## src/rtl/dtt_pkg.sv

```systemverilog
// Shared constants, register codes and types for the detection track table.
`default_nettype none

package dtt_pkg;

   // Default table geometry.
   localparam int unsigned TABLE_DEPTH_DEF    = 16;
   localparam int unsigned MARKER_ID_BITS_DEF = 10;

   // Fixed widths of the item fields.
   localparam int unsigned ID_PORT_W = 10;
   localparam int unsigned POSE_W    = 16;
   localparam int unsigned HITS_W    = 8;
   localparam int unsigned SLOT_W    = 4;
   localparam int unsigned COUNT_W   = 5;

   // Register port geometry.
   localparam int unsigned ADDR_W = 4;
   localparam int unsigned DATA_W = 32;
   localparam int unsigned REG_W  = 8;

   // Register indexes, taken from address bits [3:2].
   typedef enum logic [1:0] {
      REG_VALIDATE_HITS      = 2'd0,
      REG_FORGET_VALIDATED   = 2'd1,
      REG_FORGET_UNVALIDATED = 2'd2
   } reg_index_type;

   // Reset values of the registers.
   localparam logic [REG_W-1:0] VALIDATE_HITS_RST      = 8'd5;
   localparam logic [REG_W-1:0] FORGET_VALIDATED_RST   = 8'd10;
   localparam logic [REG_W-1:0] FORGET_UNVALIDATED_RST = 8'd2;

   // Settings seen by every cell and by the top level.
   typedef struct packed {
      logic [REG_W-1:0] validate_hits;
      logic [REG_W-1:0] forget_validated;
      logic [REG_W-1:0] forget_unvalidated;
   } cfg_type;

endpackage

`default_nettype wire

```

## src/rtl/dtt_csr.sv

```systemverilog
// Register block holding the threshold and forget limits.
`default_nettype none

module dtt_csr (
   input  wire logic                         clock,
   input  wire logic                         reset,
   input  wire logic                         psel,
   input  wire logic                         penable,
   input  wire logic                         pwrite,
   input  wire logic [dtt_pkg::ADDR_W-1:0]   paddr,
   input  wire logic [dtt_pkg::DATA_W-1:0]   pwdata,
   output logic      [dtt_pkg::DATA_W-1:0]   prdata,
   output logic                              pready,
   output dtt_pkg::cfg_type                  cfg
);

   dtt_pkg::cfg_type cfg_ff;
   dtt_pkg::cfg_type cfg_in;
   logic             write_en;
   logic [1:0]       reg_idx;
   logic [dtt_pkg::REG_W-1:0] read_val;

   assign pready   = 1'b1;
   assign write_en = psel && penable && pwrite;
   assign reg_idx  = paddr[3:2];

   // Register writes.
   always_comb begin
      cfg_in = cfg_ff;
      if (write_en) begin
         case (reg_idx)
            dtt_pkg::REG_VALIDATE_HITS:      cfg_in.validate_hits      = pwdata[7:0];
            dtt_pkg::REG_FORGET_VALIDATED:   cfg_in.forget_validated   = pwdata[7:0];
            dtt_pkg::REG_FORGET_UNVALIDATED: cfg_in.forget_unvalidated = pwdata[7:0];
            default: ;
         endcase
      end
   end

   always_ff @(posedge clock) begin
      if (reset) begin
         cfg_ff.validate_hits      <= dtt_pkg::VALIDATE_HITS_RST;
         cfg_ff.forget_validated   <= dtt_pkg::FORGET_VALIDATED_RST;
         cfg_ff.forget_unvalidated <= dtt_pkg::FORGET_UNVALIDATED_RST;
      end else begin
         cfg_ff <= cfg_in;
      end
   end

   // Register reads.
   always_comb begin
      case (reg_idx)
         dtt_pkg::REG_VALIDATE_HITS:      read_val = cfg_ff.validate_hits;
         dtt_pkg::REG_FORGET_VALIDATED:   read_val = cfg_ff.forget_validated;
         dtt_pkg::REG_FORGET_UNVALIDATED: read_val = cfg_ff.forget_unvalidated;
         default:                         read_val = '0;
      endcase
   end

   assign prdata = {{(dtt_pkg::DATA_W-dtt_pkg::REG_W){1'b0}}, read_val};
   assign cfg    = cfg_ff;

endmodule

`default_nettype wire

```

## src/rtl/dtt_cell.sv

```systemverilog
// One table slot: holds an entry and passes the search token to the next slot.
`default_nettype none

module dtt_cell #(
   parameter int unsigned TABLE_DEPTH    = dtt_pkg::TABLE_DEPTH_DEF,
   parameter int unsigned MARKER_ID_BITS = dtt_pkg::MARKER_ID_BITS_DEF,
   parameter int unsigned CELL_INDEX     = 0,
   parameter type         token_type     = logic,
   parameter type         write_type     = logic
) (
   input  wire logic       clock,
   input  wire logic       reset,
   input  dtt_pkg::cfg_type cfg,
   input  write_type       wr,
   input  token_type       tok_rx,
   output token_type       tok_tx
);

   localparam int unsigned IDX_W = $clog2(TABLE_DEPTH);
   localparam int unsigned CNT_W = $clog2(TABLE_DEPTH + 1);
   localparam logic [IDX_W-1:0] MY_IDX = IDX_W'(CELL_INDEX);

   // Entry contents.
   logic                              valid_ff,  valid_in;
   logic                              seen_ff,   seen_in;
   logic [MARKER_ID_BITS-1:0]         marker_ff, marker_in;
   logic [dtt_pkg::HITS_W-1:0]        hits_ff,   hits_in;
   logic [dtt_pkg::HITS_W-1:0]        misses_ff, misses_in;
   logic signed [dtt_pkg::POSE_W-1:0] yaw_ff,    yaw_in;
   logic [dtt_pkg::POSE_W-1:0]        dist_ff,   dist_in;
   token_type                         tok_ff,    tok_in;

   logic                       validated;
   logic [dtt_pkg::HITS_W-1:0] limit;
   logic [dtt_pkg::HITS_W-1:0] miss_inc;
   logic                       evict;

   // Ageing terms for a frame end.
   always_comb begin
      validated = hits_ff >= cfg.validate_hits;
      limit     = validated ? cfg.forget_validated : cfg.forget_unvalidated;
      miss_inc  = (misses_ff == '1) ? misses_ff : misses_ff + 8'd1;
      evict     = valid_ff && !seen_ff && (miss_inc >= limit);
   end

   // Entry update and token hand-on.
   always_comb begin
      valid_in  = valid_ff;
      seen_in   = seen_ff;
      marker_in = marker_ff;
      hits_in   = hits_ff;
      misses_in = misses_ff;
      yaw_in    = yaw_ff;
      dist_in   = dist_ff;
      tok_in    = tok_rx;

      if (wr.en && (wr.slot == MY_IDX)) begin
         // A detection committed to this slot, either as an update or a new entry.
         valid_in  = 1'b1;
         seen_in   = 1'b1;
         marker_in = wr.marker_id;
         hits_in   = wr.hits;
         misses_in = '0;
         yaw_in    = wr.yaw;
         dist_in   = wr.dist_mm;
      end else if (tok_rx.active) begin
         if (tok_rx.frame_end) begin
            // Age an unseen entry and drop it once its miss count reaches its limit.
            seen_in = 1'b0;
            if (valid_ff && !seen_ff) begin
               misses_in = miss_inc;
               if (evict) begin
                  valid_in  = 1'b0;
                  hits_in   = '0;
                  misses_in = '0;
                  tok_in.evict_cnt = tok_rx.evict_cnt + CNT_W'(1);
               end
            end
            if (valid_ff && !evict) begin
               tok_in.valid_cnt = tok_rx.valid_cnt + CNT_W'(1);
            end
         end else begin
            // Look for a match, or note the first free slot.
            if (valid_ff) begin
               tok_in.valid_cnt = tok_rx.valid_cnt + CNT_W'(1);
               if (!tok_rx.hit && (marker_ff == tok_rx.marker_id)) begin
                  tok_in.hit      = 1'b1;
                  tok_in.hit_slot = MY_IDX;
                  tok_in.hit_hits = hits_ff;
               end
            end else if (!tok_rx.free) begin
               tok_in.free      = 1'b1;
               tok_in.free_slot = MY_IDX;
            end
         end
      end
   end

   // Control state.
   always_ff @(posedge clock) begin
      if (reset) begin
         valid_ff <= 1'b0;
         seen_ff  <= 1'b0;
         tok_ff   <= '0;
      end else begin
         valid_ff <= valid_in;
         seen_ff  <= seen_in;
         tok_ff   <= tok_in;
      end
   end

   // Entry payload.
   always_ff @(posedge clock) begin
      marker_ff <= marker_in;
      hits_ff   <= hits_in;
      misses_ff <= misses_in;
      yaw_ff    <= yaw_in;
      dist_ff   <= dist_in;
   end

   assign tok_tx = tok_ff;

endmodule

`default_nettype wire

```

## src/rtl/detection_track_table_top.sv

```systemverilog
// Detection track table: a row of slot cells searched by a token passed cell to cell.
// An accepted item's token is registered in each cell in turn and then held for commit
// until the result register is free; no new item is taken before that commit.
// The result register frees the input side while a result is stalled.
// Reset (synchronous): all slots empty, registers at 5, 10 and 2, no result pending.
`default_nettype none

module detection_track_table_top #(
   parameter int unsigned TABLE_DEPTH    = dtt_pkg::TABLE_DEPTH_DEF,
   parameter int unsigned MARKER_ID_BITS = dtt_pkg::MARKER_ID_BITS_DEF
) (
   input  wire logic                                clock,
   input  wire logic                                reset,
   // Input items
   input  wire logic                                req_valid,
   output logic                                     req_stall,
   input  wire logic                                req_type,
   input  wire logic [dtt_pkg::ID_PORT_W-1:0]       req_marker_id,
   input  wire logic signed [dtt_pkg::POSE_W-1:0]   req_yaw_angle,
   input  wire logic [dtt_pkg::POSE_W-1:0]          req_line_distance,
   // Result items
   output logic                                     rsp_valid,
   input  wire logic                                rsp_stall,
   output logic [dtt_pkg::SLOT_W-1:0]               rsp_entry_slot,
   output logic [dtt_pkg::HITS_W-1:0]               rsp_hit_count,
   output logic                                     rsp_is_validated,
   output logic                                     rsp_newly_added,
   output logic                                     rsp_table_full,
   output logic [dtt_pkg::COUNT_W-1:0]              rsp_tracked_count,
   output logic [dtt_pkg::COUNT_W-1:0]              rsp_evicted_count,
   // Register port
   input  wire logic                                psel,
   input  wire logic                                penable,
   input  wire logic                                pwrite,
   input  wire logic [dtt_pkg::ADDR_W-1:0]          paddr,
   input  wire logic [dtt_pkg::DATA_W-1:0]          pwdata,
   output logic      [dtt_pkg::DATA_W-1:0]          prdata,
   output logic                                     pready
);

   localparam int unsigned IDX_W = $clog2(TABLE_DEPTH);
   localparam int unsigned CNT_W = $clog2(TABLE_DEPTH + 1);

   typedef struct packed {
      logic                       active;
      logic                       frame_end;
      logic [MARKER_ID_BITS-1:0]  marker_id;
      logic                       hit;
      logic [IDX_W-1:0]           hit_slot;
      logic [dtt_pkg::HITS_W-1:0] hit_hits;
      logic                       free;
      logic [IDX_W-1:0]           free_slot;
      logic [CNT_W-1:0]           valid_cnt;
      logic [CNT_W-1:0]           evict_cnt;
   } token_type;

   typedef struct packed {
      logic                              en;
      logic [IDX_W-1:0]                  slot;
      logic [MARKER_ID_BITS-1:0]         marker_id;
      logic [dtt_pkg::HITS_W-1:0]        hits;
      logic signed [dtt_pkg::POSE_W-1:0] yaw;
      logic [dtt_pkg::POSE_W-1:0]        dist_mm;
   } write_type;

   typedef enum logic [2:0] {
      ST_IDLE   = 3'b001,
      ST_RUN    = 3'b010,
      ST_COMMIT = 3'b100
   } state_type;

   dtt_pkg::cfg_type cfg;
   state_type        state_ff, state_in;
   token_type        pend_ff, pend_in;
   token_type        launch_tok;
   token_type        chain [TABLE_DEPTH+1];
   write_type        wr;

   logic signed [dtt_pkg::POSE_W-1:0] yaw_ff, yaw_in;
   logic [dtt_pkg::POSE_W-1:0]        dist_ff, dist_in;

   logic                              rsp_valid_ff, rsp_valid_in;
   logic [dtt_pkg::SLOT_W-1:0]        slot_ff, slot_in;
   logic [dtt_pkg::HITS_W-1:0]        hits_ff, hits_in;
   logic                              vald_ff, vald_in;
   logic                              added_ff, added_in;
   logic                              full_ff, full_in;
   logic [dtt_pkg::COUNT_W-1:0]       tracked_ff, tracked_in;
   logic [dtt_pkg::COUNT_W-1:0]       evicted_ff, evicted_in;

   logic                              accept;
   logic                              out_free;
   logic [MARKER_ID_BITS+dtt_pkg::ID_PORT_W-1:0] id_ext;
   logic [dtt_pkg::HITS_W:0]          hit_inc;
   logic [dtt_pkg::HITS_W-1:0]        hit_sat;
   logic [IDX_W-1:0]                  tgt_slot;
   logic [IDX_W+dtt_pkg::SLOT_W-1:0]  slot_ext;
   logic [CNT_W-1:0]                  tracked_raw;
   logic [CNT_W+dtt_pkg::COUNT_W-1:0] tracked_ext;
   logic [CNT_W+dtt_pkg::COUNT_W-1:0] evicted_ext;

   // Register block.
   dtt_csr u_csr (
      .clock   (clock),
      .reset   (reset),
      .psel    (psel),
      .penable (penable),
      .pwrite  (pwrite),
      .paddr   (paddr),
      .pwdata  (pwdata),
      .prdata  (prdata),
      .pready  (pready),
      .cfg     (cfg)
   );

   // Item launch into the first cell.
   assign accept    = req_valid && (state_ff == ST_IDLE);
   assign req_stall = (state_ff != ST_IDLE);
   assign id_ext    = {{MARKER_ID_BITS{1'b0}}, req_marker_id};

   always_comb begin
      launch_tok           = '0;
      launch_tok.active    = accept;
      launch_tok.frame_end = req_type;
      launch_tok.marker_id = id_ext[MARKER_ID_BITS-1:0];
   end

   assign chain[0] = launch_tok;

   // Row of slot cells.
   for (genvar g = 0; g < TABLE_DEPTH; g++) begin : g_cell
      dtt_cell #(
         .TABLE_DEPTH    (TABLE_DEPTH),
         .MARKER_ID_BITS (MARKER_ID_BITS),
         .CELL_INDEX     (g),
         .token_type     (token_type),
         .write_type     (write_type)
      ) u_cell (
         .clock   (clock),
         .reset   (reset),
         .cfg     (cfg),
         .wr      (wr),
         .tok_rx  (chain[g]),
         .tok_tx  (chain[g+1])
      );
   end

   // Commit terms for the token that has left the last cell.
   assign out_free = !rsp_valid_ff || !rsp_stall;

   always_comb begin
      hit_inc  = {1'b0, pend_ff.hit_hits} + 9'd1;
      hit_sat  = (hit_inc > {1'b0, cfg.validate_hits}) ? cfg.validate_hits
                                                       : hit_inc[dtt_pkg::HITS_W-1:0];
      tgt_slot = pend_ff.hit ? pend_ff.hit_slot : pend_ff.free_slot;

      wr.en        = (state_ff == ST_COMMIT) && out_free && !pend_ff.frame_end
                     && (pend_ff.hit || pend_ff.free);
      wr.slot      = tgt_slot;
      wr.marker_id = pend_ff.marker_id;
      wr.hits      = pend_ff.hit ? hit_sat : 8'd1;
      wr.yaw       = yaw_ff;
      wr.dist_mm   = dist_ff;
   end

   // Result fields for the committed item.
   always_comb begin
      slot_ext    = {{dtt_pkg::SLOT_W{1'b0}}, tgt_slot};
      tracked_raw = pend_ff.valid_cnt;
      if (!pend_ff.frame_end && !pend_ff.hit && pend_ff.free) begin
         tracked_raw = pend_ff.valid_cnt + CNT_W'(1);
      end
      tracked_ext = {{dtt_pkg::COUNT_W{1'b0}}, tracked_raw};
      evicted_ext = {{dtt_pkg::COUNT_W{1'b0}}, pend_ff.evict_cnt};
   end

   // Sequencer and result register.
   always_comb begin
      state_in     = state_ff;
      pend_in      = pend_ff;
      yaw_in       = yaw_ff;
      dist_in      = dist_ff;
      rsp_valid_in = rsp_valid_ff && rsp_stall;
      slot_in      = slot_ff;
      hits_in      = hits_ff;
      vald_in      = vald_ff;
      added_in     = added_ff;
      full_in      = full_ff;
      tracked_in   = tracked_ff;
      evicted_in   = evicted_ff;

      case (state_ff)
         ST_IDLE: begin
            if (accept) begin
               yaw_in   = req_yaw_angle;
               dist_in  = req_line_distance;
               state_in = ST_RUN;
            end
         end
         ST_RUN: begin
            if (chain[TABLE_DEPTH].active) begin
               pend_in  = chain[TABLE_DEPTH];
               state_in = ST_COMMIT;
            end
         end
         ST_COMMIT: begin
            if (out_free) begin
               rsp_valid_in = 1'b1;
               slot_in      = '0;
               hits_in      = '0;
               vald_in      = 1'b0;
               added_in     = 1'b0;
               full_in      = 1'b0;
               tracked_in   = tracked_ext[dtt_pkg::COUNT_W-1:0];
               evicted_in   = '0;
               if (pend_ff.frame_end) begin
                  evicted_in = evicted_ext[dtt_pkg::COUNT_W-1:0];
               end else if (pend_ff.hit) begin
                  slot_in = slot_ext[dtt_pkg::SLOT_W-1:0];
                  hits_in = hit_sat;
                  vald_in = hit_sat >= cfg.validate_hits;
               end else if (pend_ff.free) begin
                  slot_in  = slot_ext[dtt_pkg::SLOT_W-1:0];
                  hits_in  = 8'd1;
                  vald_in  = cfg.validate_hits <= 8'd1;
                  added_in = 1'b1;
               end else begin
                  full_in = 1'b1;
               end
               state_in = ST_IDLE;
            end
         end
         default: state_in = ST_IDLE;
      endcase
   end

   // Control state.
   always_ff @(posedge clock) begin
      if (reset) begin
         state_ff     <= ST_IDLE;
         rsp_valid_ff <= 1'b0;
      end else begin
         state_ff     <= state_in;
         rsp_valid_ff <= rsp_valid_in;
      end
   end

   // Payload registers.
   always_ff @(posedge clock) begin
      pend_ff    <= pend_in;
      yaw_ff     <= yaw_in;
      dist_ff    <= dist_in;
      slot_ff    <= slot_in;
      hits_ff    <= hits_in;
      vald_ff    <= vald_in;
      added_ff   <= added_in;
      full_ff    <= full_in;
      tracked_ff <= tracked_in;
      evicted_ff <= evicted_in;
   end

   assign rsp_valid         = rsp_valid_ff;
   assign rsp_entry_slot    = slot_ff;
   assign rsp_hit_count     = hits_ff;
   assign rsp_is_validated  = vald_ff;
   assign rsp_newly_added   = added_ff;
   assign rsp_table_full    = full_ff;
   assign rsp_tracked_count = tracked_ff;
   assign rsp_evicted_count = evicted_ff;

endmodule

`default_nettype wire
```

## config.mk

```make
export PLATFORM = sky130hd
export DESIGN_NAME = detection_track_table_top
export DESIGN_NICKNAME = d
export VERILOG_FILES = /design/src/rtl/dtt_pkg.sv /design/src/rtl/dtt_csr.sv /design/src/rtl/dtt_cell.sv /design/src/rtl/detection_track_table_top.sv
export SDC_FILE = /design/constraint.sdc
export NUM_CORES = 2
export LEC_CHECK = 0
export BUFFER_PORTS_ARGS = -buffer_cell sky130_fd_sc_hd__buf_2
export CAP_MARGIN = 20
export CORE_MARGIN = 2
export CORE_UTILIZATION = 54
export CTS_BUF_LIST = sky130_fd_sc_hd__clkbuf_8
export DETAILED_ROUTE_END_ITERATION = 7
export HOLD_SLACK_MARGIN = 0.08
export PLACE_DENSITY_LB_ADDON = 0.05
export SYNTH_ARGS = -nofsm -noshare
export SYNTH_HDL_FRONTEND = slang
export SYNTH_SLANG_ARGS = --single-unit
```

## constraint.sdc

```tcl
create_clock -name clock -period 4.65 [get_ports clock]
set_input_delay 0.6975 -clock clock [delete_from_list [all_inputs] [get_ports clock]]
set_output_delay 0.6975 -clock clock [all_outputs]
set_load 0.02 [all_outputs]
```

### After elaboration in Yosys (flattened, before gate mapping)

Index checks and enable logic that the tools add are counted.

* register bits: 1180
* bits of input ports: 86
* output and inout port bits: 60
* word-level logic and storage cells: 1148

* add/subtract/negate cells: 48
* magnitude comparators: 35
* equality and inequality tests: 56
* mux-type cells: 476
* bitwise operators: 5
* reductions and logical operators: 267

Operators by type and width (number)
* 8-bit 2-to-1 mux: 131
* 28-bit 2-to-1 mux: 30
* 5-bit 2-to-1 mux: 108
* 13-bit 2-to-1 mux: 31
* 18-bit 2-to-1 mux: 15
* 8-bit >= comparator: 33
* 10-bit == test: 16
* 5-bit by 1-bit adder with 5-bit output (second input constant): 31
* 1-bit 2-to-1 mux: 138
* 8-bit by 1-bit adder with 8-bit output (second input constant): 16
* 8-bit == test (second input constant): 16
* 2-bit nonzero test: 64
* 1-bit logical AND: 88
* 4-bit 2-to-1 mux: 18
* 4-bit AND reduction: 16
* 1-bit logical NOT: 51
* 3-bit AND reduction: 17
* 2-bit AND reduction: 21
* 4-bit == test (second input constant): 8
* 8-bit case mux with 3 select lines: 1
* 4-bit by 3-bit == test with 1-bit output (second input constant): 4
* 5-bit OR reduction: 2
* 8-bit by 1-bit adder with 9-bit output (second input constant): 1
* 9-bit by 8-bit > comparator with 1-bit output: 1
* 21 further kinds: 30

### Depth between registers and ports, before layout

* word-level depth: 10
* gate-level depth with buffers: 20
* gate-level depth less buffers: 19

### Modules after synthesis

From an unflattened synthesis, not the netlist that was laid out.

* cell total of the unflattened synthesis: 5623
* area total of the unflattened synthesis: 56919.6 sq um

By module, submodules not included
* dtt_cell at g_cell[1].u_cell ...: instances 2, cells each 320, area each 3174.3 sq um, sequential area each 1541.5 sq um
* detection_track_table_top: instances 1, cells each 263, area each 4108.9 sq um, sequential area each 2962.8 sq um
* dtt_cell at g_cell[14].u_cell: instances 1, cells each 379, area each 3545.9 sq um, sequential area each 1541.5 sq um
* dtt_cell at g_cell[5].u_cell: instances 1, cells each 372, area each 3529.6 sq um, sequential area each 1541.5 sq um
* dtt_cell at g_cell[7].u_cell: instances 1, cells each 323, area each 3243.1 sq um, sequential area each 1541.5 sq um
* dtt_cell at g_cell[8].u_cell: instances 1, cells each 320, area each 3219.3 sq um, sequential area each 1541.5 sq um
* dtt_cell at g_cell[6].u_cell: instances 1, cells each 322, area each 3211.8 sq um, sequential area each 1541.5 sq um
* dtt_cell at g_cell[13].u_cell: instances 1, cells each 316, area each 3189.3 sq um, sequential area each 1541.5 sq um
* dtt_cell at g_cell[4].u_cell: instances 1, cells each 320, area each 3179.3 sq um, sequential area each 1541.5 sq um
* dtt_cell at g_cell[11].u_cell: instances 1, cells each 317, area each 3150.5 sq um, sequential area each 1541.5 sq um
* dtt_cell at g_cell[0].u_cell: instances 1, cells each 314, area each 3149.3 sq um, sequential area each 1541.5 sq um
* dtt_cell at g_cell[9].u_cell: instances 1, cells each 316, area each 3141.8 sq um, sequential area each 1541.5 sq um
* dtt_cell at g_cell[10].u_cell: instances 1, cells each 316, area each 3140.5 sq um, sequential area each 1541.5 sq um
* dtt_cell at g_cell[12].u_cell: instances 1, cells each 321, area each 3133.0 sq um, sequential area each 1541.5 sq um
* +3 rows

### Worst setup path before layout

Ideal clock, no wire load.

* path type: register -> register
* from: register u_csr.cfg_ff, in the netlist u_csr.cfg[16]
* to: register g_cell[15].u_cell.hits_ff[0] (netlist bit) (enable)
* setup time: 0.357 ns
* arrival time: 4.228 ns
* required time: 4.293 ns
* setup slack: 0.065 ns
* cell stages (with the launch flop): 15
* buffers on the path: 1
* clock period less this slack: 4.585 ns
* cell sequence: dfxtp_1 > ha_1 > nand2b_1 > a21o_1 > a21oi_1 > o21ai_0 > a21oi_1 > mux2_2 > ha_1 > nand2b_1 > a211oi_1 > o21bai_1 > a21oi_1 > clkbuf_1 > o21ai_0

* longest elaborated chain between the ends: 6

Ends and longest elaborated chain
* start, declared: RTL line dtt_csr.sv:17 `dtt_pkg::cfg_type cfg_ff;`
* start signal, assigned: RTL line dtt_csr.sv:46 `cfg_ff <= cfg_in;`
* 8-bit >= comparator: RTL line dtt_cell.sv:40 `validated = hits_ff >= cfg.validate_hits;`
* 8-bit 2-to-1 mux: RTL line dtt_cell.sv:41 `limit = validated ? cfg.forget_validated : cfg.forget_unvalidated;`
* 8-bit >= comparator: RTL line dtt_cell.sv:43 `evict = valid_ff && !seen_ff && (miss_inc >= limit);`
* 1-bit logical AND: RTL line dtt_cell.sv:43
* 2-bit nonzero test (no line)
* 4-bit AND reduction (no line)
* end signal, assigned: RTL line dtt_cell.sv:115 `hits_ff <= hits_in;`
* end, declared: RTL line dtt_cell.sv:27 `logic [dtt_pkg::HITS_W-1:0] hits_ff, hits_in;`

Every way passes these cells.
A chain may end at the register's enable or synchronous reset.

### Worst setup path after layout

* from: register u_csr.cfg_ff, in the netlist u_csr.cfg[21]
* to: register g_cell[6].u_cell.tok_ff, in the netlist g_cell[6].u_cell.tok_tx[8]

* longest elaborated chain between the ends: 10

Ends and longest elaborated chain
* 8-bit >= comparator: RTL line dtt_cell.sv:40
* 8-bit 2-to-1 mux: RTL line dtt_cell.sv:41
* 8-bit >= comparator: RTL line dtt_cell.sv:43
* 1-bit logical AND: RTL line dtt_cell.sv:43
* 1-bit logical NOT: RTL line dtt_cell.sv:79 `if (valid_ff && !evict) begin`
* 1-bit logical AND: RTL line dtt_cell.sv:79
* 5-bit 2-to-1 mux: RTL line dtt_cell.sv:79
* 5-bit 2-to-1 mux: RTL line dtt_cell.sv:67 `if (tok_rx.frame_end) begin`
* 28-bit 2-to-1 mux: RTL line dtt_cell.sv:66 `end else if (tok_rx.active) begin`
* 28-bit 2-to-1 mux: RTL line dtt_cell.sv:57 `if (wr.en && (wr.slot == MY_IDX)) begin`
* end signal, assigned: RTL line dtt_cell.sv:108 `tok_ff <= tok_in;`
* end, declared: RTL line dtt_cell.sv:31 `token_type tok_ff, tok_in;`

Every way passes these cells.

==> run metrics <==
Most used DFF post-synth dfxtp_1; commonest cells in the netlist 778 x dfxtp_1, 642 x nor2_1, 352 x edfxtp_1, 334 x nand2_1, 320 x ha_1; CP Launch Type flip-flop; mapped cell area around 52000 um2; clock latency on the worst-skew pair 880 ps; root buffer cell clkbuf_8; die width ~310 um; part of the cycle the worst path needs slightly below 100%; WHS 157 ps; Die H around 310 um; total vias in the final route between 30000 and 40000; Avg Synthesized Cell Area roughly 10 um2; leakage 23.4 nW; routed len/inst 20.1 um; Clock transition at path regs 60 ps; sequential element share of the synthesized area 50.4%; dominant cells by area after synthesis dfxtp_1 30%, edfxtp_1 20%, ha_1 7.7%; Worst Clk Skew slightly below 40 ps; routability-driven placement congestion ratio 0.882; CTS sink count 1130; core box area about 95000 um2; Tot Pwr 19.4 mW; Peak VDD IR ~0.00028 V; vias in the first global route roughly 36000; H-tree lvl count 4; cell taking the most area after synthesis dfxtp_1; max-slew violations 0; most frequent cell after synthesis dfxtp_1; TritonRoute pass-1 iters 6; synth unique cells 95; first-pass GRT wire length approximately 210 mm; Tmin final between 4000 and 5000 ps; CTS max path bufs 3; Setup TNS 0 ps; CTS tree done; HPWL Detailed approximately 95 mm; number of setup violations in the final report 0; HP Class in -> reg; f_max about 0.22 GHz; Initial Util approximately 55%; GRT Total Usage between 20% and 30%; crit path max fanout 15; top-area cell type share of the netlist area 30.1%; Layout Cells excl Fill between 6000 and 7000; critical path arrival 5260 ps; flop and latch count out of synthesis between 1000 and 1500; TritonCTS buffer count roughly 190; EDFF count, synth between 300 and 400; worst slack at placement -174 ps; DRC Markers 0; Placed Instances 6365; CP most frequent cell ha_1; Slew HR between 20% and 30%; area grow syn2layout 12.6%; fin nets around 5700; CP endpoint kind flip-flop; Crit-path slowest cell or4_1; Synthesis Warnings 0; die footprint between 90000 and 100000 um2; IO buf count slightly above 60; final worst setup slack between 150 and 200 ps; row count between 100 and 150; worst-path cell chain inv_1, buf_12, ha_1, nand2_1, nor2_1, a211oi_1, o21ai_0, a21oi_2, mux2_2, ha_1, nand2b_1, a2111oi_1, nor3_1, o211a_1, or4_1, a21oi_1; outcome completed; DRT iter0 DRCs 3022; worst slew pin tran between 1000 and 1500 ps; Mapped Cells slightly above 5000; drt total wl between 100 and 150 mm; largest net degree at the start of global routing about 130; global route total overflow 0; Hold Fails Final Rpt 0; Post-synth ARST share 0%; Critical Path RT between 5000 and 6000 ps; maxcap violations 0; share of cells above drive strength 1 between 10% and 20%; DRT antenna net count 0; vias per cell 5.66; Top Ports approximately 150; CP Class reg -> reg; antenna violations before repair 2; Power Density approximately 330 nW/um2; Crit path largest cell delay roughly 530 ps
## stage by stage
step	util, %	area, um2
floorplan	-	51900
global placement	57.0	54200
detailed placement	57.0	54200
CTS	61.3	58200
global route	61.4	58300
finish	61.4	58300
## critical path: cells and delay by family, from the launching register on
kind | cells | cell delay [ps]
AO/OA/AOI/OAI | 6 | 1720
adder cells (fa/ha/maj) | 2 | 580
buffers and inverters | 2 | 340
flip-flops | 1 | 390
multiplexers | 1 | 350
AND/OR/NAND/NOR | 5 | 1010
## registers in the layout, summed over array words and instances (netlist names), 3 cells and up
signal,flops
rsp_evicted_count,5
pend_ff,34
g_cell.u_cell.hits_ff,128
rsp_entry_slot,4
g_cell.u_cell.marker_ff,160
evicted_ext,5
state_ff,3
g_cell.u_cell.seen_ff,16
g_cell.u_cell.misses_ff,128
g_cell.u_cell.valid_ff,16
u_csr.cfg,24
g_cell.u_cell.tok_tx,590
rsp_tracked_count,5
rsp_hit_count,8
## routing by layer
layer	vias up	track usage, %	share of wire (%)
li1	18500	-	-
met1	18300	40.5	48
met2	1077	41.2	43
met3	229	4.47	6.5
met4	0	8.65	2.5
met5	-	0	0
## power by group
group          internal [mW]  leakage (nW)  switching, mW
combinational          0.135          12.0          0.279
clock                   4.76          2.27           4.06
sequential              10.1          9.16         0.0318
## kinds of logic after synthesis
| logic type | share of synthesized area [%] |
|---|---|
| buffers and inverters | 2.83 |
| xor gates and xnor gates | 3.67 |
| other | 0.0145 |
| DFF | 50.4 |
| AOI/OAI and AO/OA | 8.85 |
| muxes | 7.57 |
| and+or+nand+nor | 18.9 |
| adders and majority gates | 7.73 |
## layout by cell type (no fill, tap or decap), types with 47 or more instances in the layout
cell type / n
dfxtp_1: 772
nor2_1: 641
edfxtp_1: 352
nand2_1: 332
ha_1: 320
a21oi_1: 298
mux2i_1: 283
nor2b_1: 269
clkbuf_8: 230
nand3_1: 187
inv_1: 169
buf_4: 147
xor2_1: 131
o21ai_0: 108
mux2_2: 93
nor3_1: 91
nand4_1: 89
xnor2_1: 86
and3_1: 67
buf_2: 61
nand2b_1: 56
a211oi_1: 47
## layout make-up
cell class / instances / area, um2
Clock inverter: 122 / 679
Fill cell: 8081 / 36700
Inverter: 99 / 377
Multi-Input combinational cell: 3651 / 24500
Tap cell: 1265 / 1580
Clock buffer: 230 / 3170
Sequential cell: 1130 / 26200
Timing Repair Buffer: 243 / 1900
Antenna cell: 3 / 7.51
## timing repair
| item | CTS | global route |
|---|---|---|
| buffers inserted | 3 | 1 |
| resized for setup | 5 | 19 |
| endpoints found under the hold margin | 29 | 0 |
| endpoints found under the setup margin | 20 | 244 |
| hold buffers | 18 | 0 |
| gates cloned | 0 | 0 |
| pin swaps | 1 | 1 |
## worst paths after layout
check	slack [ps]	end	cells after the start	startpoint
setup / recovery	170	g_cell[6].u_cell.tok_tx[8]$_SDFF_PP0_	16	u_csr.cfg[21]$_SDFFE_PP0P_
hold / removal	160	u_csr.cfg[8]$_SDFFE_PP0P_	3	pwdata[0]
setup reg to reg	170	g_cell[6].u_cell.tok_tx[8]$_SDFF_PP0_	16	u_csr.cfg[21]$_SDFFE_PP0P_
hold reg to reg	400	evicted_ext[2]$_DFFE_PP_	0	g_cell[15].u_cell.tok_tx[2]$_SDFF_PP0_
Note: power is estimated with default switching activity, not from simulation.
